<file path="src/bclru_pkg.sv">
// shared types and constants for the buffer cache directory
// no dependencies
`default_nettype none

package bclru_pkg;

    localparam int NBUF = 32;
    localparam int IDXW = (NBUF > 1) ? $clog2(NBUF) : 1;
    localparam int GRP  = 8;
    localparam int NGRP = (NBUF + GRP - 1) / GRP;

    localparam logic [7:0] COUNT_MAX = 8'hFF;

    typedef logic [IDXW-1:0] t_slot;
    typedef logic [IDXW-1:0] t_rank;

    typedef enum logic [1:0] {
        ACT_ACQUIRE = 2'd0,
        ACT_RELEASE = 2'd1,
        ACT_PIN     = 2'd2,
        ACT_UNPIN   = 2'd3
    } t_action;

    typedef enum logic [1:0] {
        ST_OK     = 2'd0,
        ST_NOFREE = 2'd1,
        ST_UNDER  = 2'd2,
        ST_OVER   = 2'd3
    } t_status;

    typedef struct packed {
        t_action     action;
        logic [7:0]  device;
        logic [31:0] sector;
        logic [4:0]  slot_in;
    } t_req;

    typedef struct packed {
        logic [4:0] slot_out;
        logic       hit;
        logic       needs_read;
        logic [7:0] count_after;
        t_status    status;
    } t_rsp;

    typedef struct packed {
        logic load;
        logic commit;
    } t_cmd;

endpackage

`default_nettype wire

</file>
<file path="src/bclru_sel.sv">
// two-stage registered select tree: lowest key among the masked lanes
// depends on bclru_pkg
`default_nettype none

module bclru_sel (
    input  wire logic                 i_clk,
    input  wire logic [bclru_pkg::NBUF-1:0] i_mask,
    input  wire bclru_pkg::t_rank     i_key [bclru_pkg::NBUF],
    output logic                      o_found,
    output bclru_pkg::t_slot          o_idx
);

    logic             r_gfound [bclru_pkg::NGRP];
    bclru_pkg::t_slot r_gidx   [bclru_pkg::NGRP];
    bclru_pkg::t_rank r_gkey   [bclru_pkg::NGRP];

    logic             n_gfound [bclru_pkg::NGRP];
    bclru_pkg::t_slot n_gidx   [bclru_pkg::NGRP];
    bclru_pkg::t_rank n_gkey   [bclru_pkg::NGRP];

    logic             n_found;
    bclru_pkg::t_slot n_idx;
    bclru_pkg::t_rank n_key;

    // first level: one winner per group of lanes
    always_comb begin
        int li;
        for (int g = 0; g < bclru_pkg::NGRP; g++) begin
            n_gfound[g] = 1'b0;
            n_gidx[g]   = '0;
            n_gkey[g]   = '0;
            for (int k = 0; k < bclru_pkg::GRP; k++) begin
                li = g * bclru_pkg::GRP + k;
                if (li < bclru_pkg::NBUF) begin
                    if (i_mask[li] && (!n_gfound[g] || i_key[li] < n_gkey[g])) begin
                        n_gfound[g] = 1'b1;
                        n_gidx[g]   = bclru_pkg::IDXW'(li);
                        n_gkey[g]   = i_key[li];
                    end
                end
            end
        end
    end

    always_ff @(posedge i_clk) begin
        for (int g = 0; g < bclru_pkg::NGRP; g++) begin
            r_gfound[g] <= n_gfound[g];
            r_gidx[g]   <= n_gidx[g];
            r_gkey[g]   <= n_gkey[g];
        end
    end

    // second level across the groups
    always_comb begin
        n_found = 1'b0;
        n_idx   = '0;
        n_key   = '0;
        for (int g = 0; g < bclru_pkg::NGRP; g++) begin
            if (r_gfound[g] && (!n_found || r_gkey[g] < n_key)) begin
                n_found = 1'b1;
                n_idx   = r_gidx[g];
                n_key   = r_gkey[g];
            end
        end
    end

    always_ff @(posedge i_clk) begin
        o_found <= n_found;
        o_idx   <= n_idx;
    end

endmodule

`default_nettype wire

</file>
<file path="src/bclru_dp.sv">
// directory datapath: tags, counts, valid marks, recency ranks and result register
// depends on bclru_pkg and bclru_sel
`default_nettype none

module bclru_dp (
    input  wire logic            i_clk,
    input  wire logic            i_rst_n,
    input  wire bclru_pkg::t_cmd i_cmd,
    input  wire bclru_pkg::t_req i_req,
    output bclru_pkg::t_rsp      o_rsp
);

    bclru_pkg::t_req  r_req;
    bclru_pkg::t_rsp  r_rsp;
    logic [7:0]       r_tag_dev [bclru_pkg::NBUF];
    logic [31:0]      r_tag_sec [bclru_pkg::NBUF];
    logic [7:0]       r_count   [bclru_pkg::NBUF];
    bclru_pkg::t_rank r_rank    [bclru_pkg::NBUF];
    logic [bclru_pkg::NBUF-1:0] r_valid;

    logic [bclru_pkg::NBUF-1:0] w_match;
    logic [bclru_pkg::NBUF-1:0] w_free;
    bclru_pkg::t_rank w_key_hit  [bclru_pkg::NBUF];
    bclru_pkg::t_rank w_key_free [bclru_pkg::NBUF];
    logic             w_hit_found;
    bclru_pkg::t_slot w_hit_idx;
    logic             w_free_found;
    bclru_pkg::t_slot w_free_idx;

    // update decision for the commit cycle
    bclru_pkg::t_rsp  n_rsp;
    logic             w_wr;
    bclru_pkg::t_slot w_wr_slot;
    logic [7:0]       w_wr_count;
    logic             w_set_valid;
    logic             w_retag;
    logic             w_mru;
    bclru_pkg::t_slot w_s;
    logic [7:0]       w_cnt_s;
    logic [7:0]       w_cnt_hit;

    always_comb begin
        for (int i = 0; i < bclru_pkg::NBUF; i++) begin
            w_match[i]    = (r_tag_dev[i] == r_req.device) && (r_tag_sec[i] == r_req.sector);
            w_free[i]     = (r_count[i] == 8'd0);
            w_key_hit[i]  = r_rank[i];
            w_key_free[i] = ~r_rank[i];
        end
    end

    bclru_sel u_sel_hit (
        .i_clk   (i_clk),
        .i_mask  (w_match),
        .i_key   (w_key_hit),
        .o_found (w_hit_found),
        .o_idx   (w_hit_idx)
    );

    bclru_sel u_sel_free (
        .i_clk   (i_clk),
        .i_mask  (w_free),
        .i_key   (w_key_free),
        .o_found (w_free_found),
        .o_idx   (w_free_idx)
    );

    assign w_s       = r_req.slot_in;
    assign w_cnt_s   = r_count[w_s];
    assign w_cnt_hit = r_count[w_hit_idx];

    always_comb begin
        n_rsp       = '0;
        n_rsp.status = bclru_pkg::ST_OK;
        w_wr        = 1'b0;
        w_wr_slot   = w_s;
        w_wr_count  = '0;
        w_set_valid = 1'b0;
        w_retag     = 1'b0;
        w_mru       = 1'b0;
        if (r_req.action == bclru_pkg::ACT_ACQUIRE) begin
            if (w_hit_found) begin
                n_rsp.slot_out = 5'(w_hit_idx);
                n_rsp.hit      = 1'b1;
                w_wr_slot      = w_hit_idx;
                if (w_cnt_hit == bclru_pkg::COUNT_MAX) begin
                    n_rsp.count_after = bclru_pkg::COUNT_MAX;
                    n_rsp.status      = bclru_pkg::ST_OVER;
                end else begin
                    w_wr              = 1'b1;
                    w_wr_count        = w_cnt_hit + 8'd1;
                    w_set_valid       = 1'b1;
                    n_rsp.needs_read  = ~r_valid[w_hit_idx];
                    n_rsp.count_after = w_cnt_hit + 8'd1;
                end
            end else if (w_free_found) begin
                w_wr              = 1'b1;
                w_wr_slot         = w_free_idx;
                w_wr_count        = 8'd1;
                w_set_valid       = 1'b1;
                w_retag           = 1'b1;
                n_rsp.slot_out    = 5'(w_free_idx);
                n_rsp.needs_read  = 1'b1;
                n_rsp.count_after = 8'd1;
            end else begin
                n_rsp.status = bclru_pkg::ST_NOFREE;
            end
        end else begin
            n_rsp.slot_out = r_req.slot_in;
            if (32'(r_req.slot_in) >= bclru_pkg::NBUF) begin
                n_rsp.status = bclru_pkg::ST_NOFREE;
            end else if (r_req.action == bclru_pkg::ACT_PIN) begin
                if (w_cnt_s == bclru_pkg::COUNT_MAX) begin
                    n_rsp.count_after = bclru_pkg::COUNT_MAX;
                    n_rsp.status      = bclru_pkg::ST_OVER;
                end else begin
                    w_wr              = 1'b1;
                    w_wr_count        = w_cnt_s + 8'd1;
                    n_rsp.count_after = w_cnt_s + 8'd1;
                end
            end else begin
                if (w_cnt_s == 8'd0) begin
                    n_rsp.status = bclru_pkg::ST_UNDER;
                end else begin
                    w_wr              = 1'b1;
                    w_wr_count        = w_cnt_s - 8'd1;
                    n_rsp.count_after = w_cnt_s - 8'd1;
                    w_mru = (r_req.action == bclru_pkg::ACT_RELEASE) && (w_cnt_s == 8'd1);
                end
            end
        end
    end

    always_ff @(posedge i_clk) begin
        if (i_cmd.load) begin
            r_req <= i_req;
        end
        if (i_cmd.commit) begin
            r_rsp <= n_rsp;
        end
    end

    always_ff @(posedge i_clk) begin
        if (!i_rst_n) begin
            for (int i = 0; i < bclru_pkg::NBUF; i++) begin
                r_tag_dev[i] <= '1;
                r_tag_sec[i] <= '1;
                r_count[i]   <= '0;
                r_rank[i]    <= bclru_pkg::IDXW'(bclru_pkg::NBUF - 1 - i);
            end
            r_valid <= '0;
        end else if (i_cmd.commit) begin
            if (w_wr) begin
                r_count[w_wr_slot] <= w_wr_count;
            end
            if (w_set_valid) begin
                r_valid[w_wr_slot] <= 1'b1;
            end
            if (w_retag) begin
                r_tag_dev[w_wr_slot] <= r_req.device;
                r_tag_sec[w_wr_slot] <= r_req.sector;
            end
            if (w_mru) begin
                // slot moves to the front, more recent slots shift back by one
                for (int i = 0; i < bclru_pkg::NBUF; i++) begin
                    if (r_rank[i] < r_rank[w_s]) begin
                        r_rank[i] <= r_rank[i] + 1'b1;
                    end
                end
                r_rank[w_s] <= '0;
            end
        end
    end

    assign o_rsp = r_rsp;

endmodule

`default_nettype wire

</file>
<file path="src/bclru_ctrl.sv">
// sequencing state machine and handshake control
// depends on bclru_pkg
`default_nettype none

module bclru_ctrl (
    input  wire logic       i_clk,
    input  wire logic       i_rst_n,
    input  wire logic       i_in_valid,
    output logic            o_in_ready,
    output logic            o_out_valid,
    input  wire logic       i_out_ready,
    output bclru_pkg::t_cmd o_cmd
);

    typedef enum logic [1:0] {
        S_IDLE,
        S_LOOK,
        S_PICK,
        S_COMMIT
    } t_state;

    t_state r_state;
    logic   r_in_ready;
    logic   r_out_valid;

    assign o_cmd.load   = i_in_valid && r_in_ready;
    assign o_cmd.commit = (r_state == S_COMMIT) && (!r_out_valid || i_out_ready);

    always_ff @(posedge i_clk) begin
        if (!i_rst_n) begin
            r_state     <= S_IDLE;
            r_in_ready  <= 1'b1;
            r_out_valid <= 1'b0;
        end else begin
            if (r_out_valid && i_out_ready && !o_cmd.commit) begin
                r_out_valid <= 1'b0;
            end
            case (r_state)
                S_IDLE: begin
                    if (o_cmd.load) begin
                        r_state    <= S_LOOK;
                        r_in_ready <= 1'b0;
                    end
                end
                S_LOOK: begin
                    r_state <= S_PICK;
                end
                S_PICK: begin
                    r_state <= S_COMMIT;
                end
                S_COMMIT: begin
                    if (o_cmd.commit) begin
                        r_state     <= S_IDLE;
                        r_in_ready  <= 1'b1;
                        r_out_valid <= 1'b1;
                    end
                end
                default: begin
                    r_state    <= S_IDLE;
                    r_in_ready <= 1'b1;
                end
            endcase
        end
    end

    assign o_in_ready  = r_in_ready;
    assign o_out_valid = r_out_valid;

`ifndef SYNTHESIS
    a_busy_not_ready: assert property (@(posedge i_clk) disable iff (!i_rst_n)
        (r_state != S_IDLE) |-> !r_in_ready)
        else $error("input ready while an item is in flight");

    a_accept_starts: assert property (@(posedge i_clk) disable iff (!i_rst_n)
        o_cmd.load |=> (r_state == S_LOOK))
        else $error("accepted word did not start a lookup");

    a_commit_shows: assert property (@(posedge i_clk) disable iff (!i_rst_n)
        o_cmd.commit |=> (r_out_valid && r_in_ready))
        else $error("commit did not present a result");

    a_no_overwrite: assert property (@(posedge i_clk) disable iff (!i_rst_n)
        (r_out_valid && !i_out_ready) |-> !o_cmd.commit)
        else $error("pending result overwritten");
`endif

endmodule

`default_nettype wire

</file>
<file path="src/buffer_cache_lru_refcount.sv">
// top level of the buffer cache directory with reference counts and lru replacement
// depends on bclru_pkg, bclru_ctrl, bclru_dp (and bclru_sel below it)
//
//   channel   direction   handshake                  word
//   request   in          i_in_valid / o_in_ready    i_in_word  (t_req)
//   result    out         o_out_valid / i_out_ready  o_out_word (t_rsp)
//
// one result per request, formed after acceptance in steps: tag compare with group
// select, select across groups, commit
// a new request is taken the cycle after commit, never while one is still in flight
// commit waits while the previous result is still held in the output register
// synchronous active-low reset restores all tags, counts, valid marks and ranks at once
`default_nettype none

module buffer_cache_lru_refcount (
    input  wire logic            i_clk,
    input  wire logic            i_rst_n,
    input  wire logic            i_in_valid,
    output logic                 o_in_ready,
    input  wire bclru_pkg::t_req i_in_word,
    output logic                 o_out_valid,
    input  wire logic            i_out_ready,
    output bclru_pkg::t_rsp      o_out_word
);

    bclru_pkg::t_cmd w_cmd;

    bclru_ctrl u_ctrl (
        .i_clk       (i_clk),
        .i_rst_n     (i_rst_n),
        .i_in_valid  (i_in_valid),
        .o_in_ready  (o_in_ready),
        .o_out_valid (o_out_valid),
        .i_out_ready (i_out_ready),
        .o_cmd       (w_cmd)
    );

    bclru_dp u_dp (
        .i_clk   (i_clk),
        .i_rst_n (i_rst_n),
        .i_cmd   (w_cmd),
        .i_req   (i_in_word),
        .o_rsp   (o_out_word)
    );

endmodule

`default_nettype wire

</file>
<file path="config.mk">
export PLATFORM = sky130hd
export DESIGN_NAME = buffer_cache_lru_refcount
export DESIGN_NICKNAME = d
export VERILOG_FILES = /design/src/bclru_pkg.sv /design/src/bclru_sel.sv /design/src/bclru_dp.sv /design/src/bclru_ctrl.sv /design/src/buffer_cache_lru_refcount.sv
export SDC_FILE = /design/constraint.sdc
export NUM_CORES = 2
export LEC_CHECK = 0
export BUFFER_PORTS_ARGS = -buffer_cell sky130_fd_sc_hd__buf_2
export CORE_ASPECT_RATIO = 1.4
export CORE_UTILIZATION = 30
export DETAILED_ROUTE_END_ITERATION = 6
export PLACE_DENSITY = 0.41
export RECOVER_POWER = 100
export REMOVE_ABC_BUFFERS = 1
export SLEW_MARGIN = 20
export SYNTH_ARGS = -nofsm -noshare
export SYNTH_HDL_FRONTEND = slang
export SYNTH_SLANG_ARGS = --single-unit
export TNS_END_PERCENT = 30
</file>
<file path="constraint.sdc">
create_clock -name i_clk -period 12.3 [get_ports i_clk]
set_clock_uncertainty 0.05 [all_clocks]
set_input_delay 3.69 -clock i_clk [delete_from_list [all_inputs] [get_ports i_clk]]
set_output_delay 3.69 -clock i_clk [all_outputs]
set_load 0.01 [all_outputs]
</file>
==> results.json <==
{
  "tightest_slew_ns": 5.96,
  "syn-instance-count": 9351,
  "cts_sinks": 1891,
  "vias": 79900,
  "cp_max_fo": 4,
  "hp-class": "register to register",
  "max_freq_mhz": 76.6,
  "grt_max_degree": 183,
  "postRouteWirelength_mm": 451,
  "detail-route-antenna-nets": 0,
  "cap_violations": 56,
  "htreeDepth": 4,
  "switching_share_pct": 32.0,
  "async_flop_share_pct": 0,
  "avgSynthCellArea_um2": 11.6,
  "p_per_area_mw_per_mm2": 133,
  "met2_length_mm": 228,
  "cts_buffers": 214,
  "rows": 260,
  "area_growth_pct": 19.3,
  "rsz0062_at_grt": "true",
  "die_height_um": 712,
  "critPathKind": "register to register",
  "finalMaxSlewViolations": 2753,
  "multiInputGateArea_mm2": 0.0522,
  "place_congestion": 0.902,
  "yosys_register_bits": 1891,
  "crit_arrival_ns": 13.75,
  "pwr-share-comb_pct": 21.7,
  "power_switching_mw": 5.51,
  "yosysSeqAreaShare_pct": 49.9,
  "hold-path-endpoint": "u_dp.u_sel_free.o_found",
  "finalSetupViolations": 105,
  "worst_r2r_path_depth": 69,
  "regArea_mm2": 0.0539,
  "setup_ws_ns": -0.754,
  "fin_crit_sh_pct": 106,
  "drc": 1,
  "wl_per_cell_um": 30.1,
  "fin_area_mm2": 0.129,
  "p_leak_nw": 39.3,
  "pwr-share-clk_pct": 36.8,
  "cts.path.max_buffers": 4,
  "hold_viol": 0,
  "drt-pass1-iter-count": 7,
  "drt-met1-wl_mm": 176,
  "cp_common_cell": "a21o_1",
  "grtUsageTotal_pct": 24.4,
  "worstSkewPairLatency_ns": 0.92,
  "layout_common_cells": "1600 x edfxtp_1, 1300 x or3_1, 1020 x buf_4",
  "r2r_start": "u_dp.r_req[8]",
  "via_per_inst": 5.34,
  "drt_iter0_drc": 5949,
  "totalPowerFinal_mw": 17.2,
  "violations": "DRC, capacitance limit, slew limit, setup timing",
  "highest_layer": "met5",
  "p_int_mw": 11.7,
  "maxSlewHeadroom_pct": -297,
  "initial_core_util_pct": 30.2,
  "ys.flop_type": "edfxtp_1",
  "min-delay-start": "u_dp.u_sel_free.r_gfound[3]",
  "worst_setup_path_end_kind": "register",
  "mostFrequentLayoutCell": "edfxtp_1",
  "port-buffer-count": 69,
  "grt_overflow_total": 0,
  "drive_gt1_share_pct": 20.8,
  "cp_data_required_time_ns": 12.99,
  "nets": 10500,
  "crit_buf_inv": 7,
  "wl_met3_mm": 19.9,
  "place_area_mm2": 0.119,
  "ys_types": 109,
  "ios": 70,
  "root_buffer": "clkbuf_16",
  "critPathMaxStageDelay_ns": 0.44,
  "r2r_slack_ns": -0.75,
  "seqPwrFrac_pct": 41.5,
  "antenna_found_initial": 54,
  "slowest_stage": "edfxtp_1",
  "grt_pass1_wl_mm": 634,
  "synth_warnings": 0,
  "crit_path_start_kind": "register",
  "period_minus_slack_ns": 13.05,
  "synth_edf_count": 1600,
  "peakVddDrop_v": 0.000196,
  "hold_depth": 1,
  "place_hpwl_mm": 313,
  "reg2reg_to": "u_dp.u_sel_hit.r_gkey[3][0]",
  "crit_family": "compound AO/OA/AOI/OAI gates",
  "grt_pass1_vias": 81300,
  "cts_tree": "built",
  "die_area_mm2": 0.363,
  "die_width_um": 509,
  "netlist_area_mm2": 0.108,
  "cts.clk_slew.worst_paths_ns": 0.06,
  "status": "finished, violations left",
  "core_mm2": 0.358,
  "num-fill-cells": 35100
}
cells in the mapped netlist (46+ instances only):
cell      number  area (um2)
dfxtp_1      291        5830
xor2_1       613        5370
xnor2_1      801        7020
mux2i_1      123        1230
nand2b_1      56         350
o21ai_0      163         816
clkbuf_1     526        1970
inv_1        236         886
nand3_1       70         350
and2_1        46         288
nand4_1      321        2010
a21o_1       147        1100
nor3_1        51         255
a21boi_1      46         345
or3_1       1301        8140
edfxtp_1    1600       48000
ha_1         416        5200
nor4_1       256        1600
mux2_2       111        1250
nor2_1       531        1990
buf_4         62         465
nand2_1      365        1370
o21a_1        68         510
mux4_2       218        4910
a21oi_1      213        1070
buf_2        105         526
through the flow:
stage	hold slack [ns]	setup WS (ns)	setup TNS (ns)	std cells	util, %
floorplan	0.361	-22.60	-	8600	-
global placement	0.382	-1.78	-52.49	14400	33.3
detailed placement	0.386	-1.65	-57.25	14400	33.3
CTS	0.393	-0.715	-14.55	14900	35.9
global route	0.426	-1.28	-175.11	14900	36.0
finish	0.391	-0.754	-19.12	15000	36.0
timing repair:
item	4_1_cts	5_1_grt
resized for setup	321	172
hold buffers	0	0
setup endpoints to repair	56	64
pin swaps	148	116
setup buffers	154	52
power by group through the flow:
stage          clock (mW)  combinational (mW)  sequential (mW)
3_3_place_gp            0                3.70             7.25
5_1_grt              6.66                3.95             7.14
4_1_cts              6.47                3.78             7.12
2_1_floorplan           0                1.55             7.58
6_report             6.33                3.74             7.13
3_5_place_dp            0                3.72             7.26
kinds of logic after synthesis:
kind of cell	Yosys count	share of synthesized area, %
DFF	1891	49.9
muxes	464	7.05
buffers and inverters	989	3.91
and+or+nand+nor	3179	16.4
AOI/OAI and AO/OA	998	6.48
xor gates and xnor gates	1414	11.5
adders and majority gates	416	4.82
cell type report:
class	instances	share of cell area, %
clock inverter	109	0.685
clock buffer	268	4.40
sequential	1891	41.8
timing repair buffer	1245	7.27
antenna	26	0.0505
inverter	238	0.699
multi-input combinational	6471	40.5
tap	4716	4.58
metal layers:
| layer | vias to the layer above | GRT usage [%] |
|---|---|---|
| met4 | 10 | 12.0 |
| met3 | 730 | 2.69 |
| met1 | 40900 | 28.8 |
| li1 | 36100 | - |
| met2 | 2170 | 43.7 |
| met5 | - | 0 |
flip-flops by register name, summed over array words and instances (netlist names), named ones only:
signal,count
u_dp.o_rsp,17
u_dp.w_s,5
u_dp.r_valid,32
u_dp.r_tag_sec,1024
u_dp.r_tag_dev,256
u_dp.u_sel_free.o_found,1
u_dp.u_sel_free.r_gkey,20
u_dp.u_sel_free.o_idx,5
u_ctrl.r_state,2
u_dp.u_sel_hit.o_idx,5
u_dp.u_sel_free.r_gfound,4
u_dp.u_sel_hit.r_gidx,15
u_dp.u_sel_hit.r_gkey,20
u_dp.r_rank,160
u_ctrl.o_in_ready,1
u_ctrl.o_out_valid,1
u_dp.u_sel_hit.r_gfound,4
u_dp.u_sel_free.r_gidx,15
u_dp.u_sel_hit.o_found,1
u_dp.r_req,42
u_dp.r_count,256
worst register-to-register path: cells and delay by family (launching register included):
family	cells	cell delay (ns)
mux	6	1.76
compound gates	35	5.39
xor+xnor	1	0.21
buf+inv	7	0.96
simple gates	13	2.42
flops	1	0.44
fa+ha+maj	7	1.63
how the worst max path moves through the flow:
| stage | from | to | depth (start not counted) |
|---|---|---|---|
| detailed placement | u_dp.r_req[27] | u_dp.u_sel_hit.r_gkey[2][2] | 68 |
| floorplan | i_out_ready | u_dp.r_tag_dev[10][0] | 4 |
| global route | u_dp.r_req[8] | u_dp.u_sel_hit.r_gkey[3][4] | 68 |
| global placement | u_dp.r_req[32] | u_dp.u_sel_hit.r_gkey[3][2] | 68 |
| finish | u_dp.r_req[8] | u_dp.u_sel_hit.r_gkey[3][0] | 69 |
| CTS | u_dp.r_req[36] | u_dp.u_sel_hit.r_gkey[3][0] | 68 |
Note: power is estimated with default switching activity, not from simulation.
